$ cat config.mk
export PLATFORM = sky130hd
export DESIGN_NAME = blcm_ctrl
export DESIGN_NICKNAME = d
export VERILOG_FILES = /design/src/sv/blcm_pkg.sv /design/src/sv/blcm_ctrl.sv
export SDC_FILE = /design/constraint.sdc
export NUM_CORES = 1
export LEC_CHECK = 0
export BUFFER_PORTS_ARGS = -buffer_cell sky130_fd_sc_hd__buf_2
export CORE_AREA = 2 2 39 41
export DETAILED_ROUTE_END_ITERATION = 12
export DIE_AREA = 0 0 41 43
export GPL_TIMING_DRIVEN = 0
export PLACE_DENSITY_LB_ADDON = 0.1
export SYNTH_ARGS = -nofsm -noshare
export SYNTH_HDL_FRONTEND = slang
export SYNTH_SLANG_ARGS = --single-unit
$ cat constraint.sdc
create_clock -name clk -period 1.3 [get_ports clk]
set_input_delay 0.195 -clock clk [delete_from_list [all_inputs] [get_ports clk]]
set_output_delay 0.195 -clock clk [all_outputs]
set_load 0.03 [all_outputs]
$ cat src/sv/blcm_pkg.sv
// ----------------------------------------------------------------------------
// blcm_pkg: shared types and codes of the bounds-checked linear memory
// Operation and status codes, controller commands, datapath status.
// ----------------------------------------------------------------------------
`default_nettype none

package blcm_pkg;

	// operation codes
	localparam logic [2:0] OP_LOAD  = 3'd0;
	localparam logic [2:0] OP_STORE = 3'd1;
	localparam logic [2:0] OP_GROW  = 3'd2;
	localparam logic [2:0] OP_SIZE  = 3'd3;
	localparam logic [2:0] OP_FILL  = 3'd4;

	// result status codes
	localparam logic [1:0] ST_OK      = 2'd0;
	localparam logic [1:0] ST_OOB     = 2'd1;
	localparam logic [1:0] ST_REFUSED = 2'd2;

	// configuration register indexes
	localparam logic REG_RESERVED = 1'b0;
	localparam logic REG_INITIAL  = 1'b1;

	localparam int MAX_ACCESS_BYTES = 8;

	// commands from controller to datapath
	typedef enum logic [2:0] {
		CMD_NONE,
		CMD_CHECK,
		CMD_STEP,
		CMD_SCAN_START,
		CMD_SCAN_NEXT,
		CMD_CLEAR_START,
		CMD_FINISH
	} cmd_t;

	// what the byte walk does
	typedef enum logic [2:0] {
		MODE_NONE,
		MODE_LOAD,
		MODE_STORE,
		MODE_FILL,
		MODE_CLEAR
	} mode_t;

	// status from datapath to controller
	typedef struct packed {
		mode_t mode;
		logic  rem_zero;
		logic  scan_req;
		logic  scan_hit;
		logic  scan_last;
		logic  out_free;
	} stat_t;

endpackage

`default_nettype wire

$ cat src/sv/blcm_ctrl.sv
// ----------------------------------------------------------------------------
// blcm_ctrl: sequencing controller
// Walks each request through check, byte walk and result, and runs the
// page clearing scan whenever stale pages may have become live.
// ----------------------------------------------------------------------------
`default_nettype none

module blcm_ctrl (
	input  wire logic            clk,
	input  wire logic            arst_n,
	input  wire logic            in_valid,
	output logic                 in_ready,
	input  wire blcm_pkg::stat_t st,
	output blcm_pkg::cmd_t       cmd
);

	typedef enum logic [2:0] {
		S_IDLE,
		S_CHECK,
		S_SCAN,
		S_XFER,
		S_WAIT,
		S_FINISH
	} state_t;

	state_t state_q;

	// requests are taken only when no clearing scan is due
	assign in_ready = (state_q == S_IDLE) && !st.scan_req;

	// command decode
	always_comb begin
		cmd = blcm_pkg::CMD_NONE;
		unique case (state_q)
			S_IDLE:   if (st.scan_req) cmd = blcm_pkg::CMD_SCAN_START;
			S_CHECK:  cmd = blcm_pkg::CMD_CHECK;
			S_SCAN:   cmd = st.scan_hit ? blcm_pkg::CMD_CLEAR_START : blcm_pkg::CMD_SCAN_NEXT;
			S_XFER: begin
				if (!st.rem_zero) cmd = blcm_pkg::CMD_STEP;
				else if (st.mode == blcm_pkg::MODE_CLEAR) cmd = blcm_pkg::CMD_SCAN_NEXT;
			end
			S_WAIT:   cmd = blcm_pkg::CMD_NONE;
			S_FINISH: if (st.out_free) cmd = blcm_pkg::CMD_FINISH;
			default:  cmd = blcm_pkg::CMD_NONE;
		endcase
	end

	// state register
	always_ff @(posedge clk or negedge arst_n) begin
		if (!arst_n) begin
			state_q <= S_IDLE;
		end else begin
			unique case (state_q)
				S_IDLE: begin
					if (st.scan_req) state_q <= S_SCAN;
					else if (in_valid) state_q <= S_CHECK;
				end
				S_CHECK: state_q <= S_XFER;
				S_SCAN: begin
					if (st.scan_hit) state_q <= S_XFER;
					else if (st.scan_last) state_q <= S_IDLE;
				end
				S_XFER: begin
					if (st.rem_zero) begin
						priority case (st.mode)
							blcm_pkg::MODE_CLEAR: state_q <= st.scan_last ? S_IDLE : S_SCAN;
							blcm_pkg::MODE_LOAD:  state_q <= S_WAIT;
							default:              state_q <= S_FINISH;
						endcase
					end
				end
				S_WAIT:   state_q <= S_FINISH;
				S_FINISH: if (st.out_free) state_q <= S_IDLE;
				default:  state_q <= S_IDLE;
			endcase
		end
	end

endmodule

`default_nettype wire

==> key figures <==
Power
  • PwrDens: 2610 mW/mm^2
  • Leakage power: around 0.34 nW
  • Cell Int Power: around 1.1 mW
  • Worst vdd ir: 0.000947 V
  • NetSw: 826 uW
  • Sequential Power Share: between 10% and 20%
  • Pwr Total: 1.96 mW
  • Combinational Power Share: approximately 80%
  • Clock Power Share: under 10%
  • Sw Share: between 40% and 50%

Yosys
  • #FFs+latches synth: 3
  • Yosys warns: 0
  • Syn nets: 54
  • Post-synthesis sequential area ratio: around 20%
  • Synth Instances: 43
  • Synthesized area: 369 sq um
  • Syn avg cell area: roughly 8.6 sq um
  • Distinct cells, synth: 29

Layout
  • Proportion of layout cells with a drive suffix above 1: between 70% and 80%
  • Area Growth Syn to Fin: 104%
  • Max reg flops: 3
  • Largest regs: state_q (3)
  • Design area: about 750 sq um
  • Biggest register: state_q
  • Final nets: 90
  • Final Util: between 50 and 60%
  • Most frequent cells in the layout: buf_6 (11), buf_4 (11), buf_2 (10), inv_1 (3), clkbuf_4 (3)
  • # diodes: 0
  • Post-route insts no fill: 94

Floorplan
  • Core Region: approximately 0.0014 sq mm
  • FP Rows: 14
  • Chip height: between 40 and 50 um
  • Starting Density: 26.7%
  • DIE AREA: 0.00176 sq mm
  • Die X: a little over 40 um
  • Io pins: 15

STA
  • RSZ-0062 raised after global routing: yes
  • WHS: 0.289 ns
  • Setup WS post-layout: -0.127 ns
  • Worst Skew: about 0.0055 ns
  • Max Fclk: between 0.7 and 0.8 GHz
  • Worst-Margin Slew: 0.382 ns
  • Hold Vio Cnt, Final: 0
  • Final setup TNS: -0.616 ns
  • Period Utilization, post-route: 110%
  • Slew headroom: approximately three quarters
  • Final min period: approximately 1.4 ns
  • Final setup viols: 6
  • Slew Limit Fails: 0

Drt
  • WL met2: between 600 and 700 um
  • Post-route antenna net violation count: 0
  • Wire length on met3: roughly 50 um
  • Routed WL per cell: between 10 and 15 um
  • Drt first pass iters: 3
  • Met1 WL: approximately 460 um
  • # DRC: 0
  • Via count: between 400 and 500
  • Post-DR vias/cell: roughly 5
  • Top Metal Used: met4
  • Final wirelength: between 1000 and 1500 um
  • Starting DRT DRC Count: 6

Worst setup path
  • Worst setup SP type: register
  • Crit path cell chain: buf_6, nor4_4, buf_6
  • CP Data Required Time: approximately 1.1 ns
  • Critical Path End Type: primary output
  • Crit path buffers/inverters: 2
  • Worst path top cell family by delay: flip-flops
  • Critical path's most frequent cell: buf_6
  • CP max-delay cell: dfrtp_2
  • R2r worst-path depth: 6
  • Worst-path fanout max: 4
  • Crit Path Category: reg -> out
  • Slowest cell delay on critical path: approximately 0.43 ns
  • Arrival @ worst endpoint: 1.23 ns
  • Crit. path cell count: 3

Clock tree
  • Root buffer cell: clkbuf_4
  • CTS tree: built
  • CTS clk-pin slew, worst paths: around 0.04 ns
  • H-tree levels: 1
  • Clock latency on the worst-skew pair: between 0.2 and 0.25 ns
  • Max Root-Sink Buffers: 2
  • TritonCTS Sinks: 3
  • TritonCTS Buffers: 3

Global routing
  • First-pass GRT wire length: between 1500 and 2000 um
  • Initial antenna violation count: 0
  • Grt total ovfl: 0
  • Largest net degree at the start of global routing: 9
  • Number of global-route vias before repair: approximately 440
  • GRT Total Usage: around 15%

Placement
  • Pre-CTS WS: -0.162 ns
  • Dpl cells: 73
  • IO Port Bufs: 14
  • RePlAce Congestion: between 0.7 and 0.8
  • Hpwl dp: 704 um
  • Placed cell areas: 479 sq um

Outcome
  • Status: finished with violations
  • Failing checks: setup timing

Flow run
  • Max-Cap Viols: 0

Min path
  • Hold WC Path Type: in -> async
## cells in the mapped netlist
master,instances,area (sq um)
a21boi_0,1,7.51
a21oi_1,2,10.0
a21oi_2,2,17.5
a22o_2,1,10.0
a2bb2oi_1,1,8.76
and2b_4,1,10.0
buf_6,2,22.5
dfrtp_1,3,75.1
inv_1,3,11.3
nand2_1,2,7.51
nand2_2,1,6.26
nand2b_1,1,6.26
nand3_1,1,5.00
nand3b_1,1,7.51
nand3b_2,1,11.3
nor2_1,3,11.3
nor2_2,1,6.26
nor2b_1,1,6.26
nor3_1,2,10.0
nor3b_2,1,12.5
nor4_4,1,21.3
o21a_1,1,7.51
o21ai_0,2,10.0
o21ai_1,3,15.0
o21bai_1,1,7.51
o31ai_1,1,7.51
o31ai_2,1,12.5
o32ai_2,1,16.3
xnor2_1,1,8.76
## per-layer routing
layer / track usage [%] / vias to the layer above
li1: - / 230
met1: 19.1 / 213
met2: 23.8 / 15
met3: 3.14 / 2
met4: 8.00 / 0
met5: 0 / -
## worst reg2reg max path, stage by stage, from the launching register on
cell,delay [ns]
dfrtp_2,0.39
buf_6,0.15
nand2_4,0.06
buf_4,0.13
o31ai_2,0.28
nor3_2,0.08
o21a_1,0.17
## layout make-up
type                    instances  area, sq um
repair buffers                 31          244
fillers                       140          632
multi-input cells              35          350
clock buffers                   4         26.3
inverters                       3         11.3
well taps                      16         20.0
flip-flops and latches          3         77.6
plain buffers                   2         22.5
## logic make-up (layout without fill, tap and decap cells)
kind of cell,Yosys count,count (layout),synth area share [%]
AOI/OAI and AO/OA,17,17,35.3
xor gates and xnor gates,1,1,2.37
buffers and inverters,5,40,9.15
DFF,3,3,20.3
and+or+nand+nor,17,17,32.9
## repair_timing
item	4_1_cts	5_1_grt
endpoints found under the hold margin	3	0
endpoints found under the setup margin	6	7
hold buffers	1	0
resized for setup	24	6
pin swaps	9	5
cloned	0	0
buffers inserted	16	0
## power by group through the flow
stage                     Clock [mW]  Sequential [mW]  Combinational [mW]
after floorplan                    0            0.217               0.713
after detailed placement           0            0.237               0.875
after CTS                      0.168            0.193                1.53
after global placement             0            0.242               0.879
final                          0.163            0.199                1.60
after global routing           0.180            0.206                1.70
## final timing paths
| path | slack, ns | endpoint | start |
|---|---|---|---|
| max in group asynchronous | 0.89 | state_q[2] | arst_n |
| setup / recovery | -0.13 | in_ready | state_q[0] |
| hold reg to reg | 0.72 | state_q[1] | state_q[2] |
| min in group clk | 0.33 | state_q[2] | st[4] |
| hold / removal | 0.29 | state_q[0] | arst_n |
| setup reg to reg | -0.07 | state_q[0] | state_q[0] |
No activity file was read; power rests on OpenSTA's default activity.
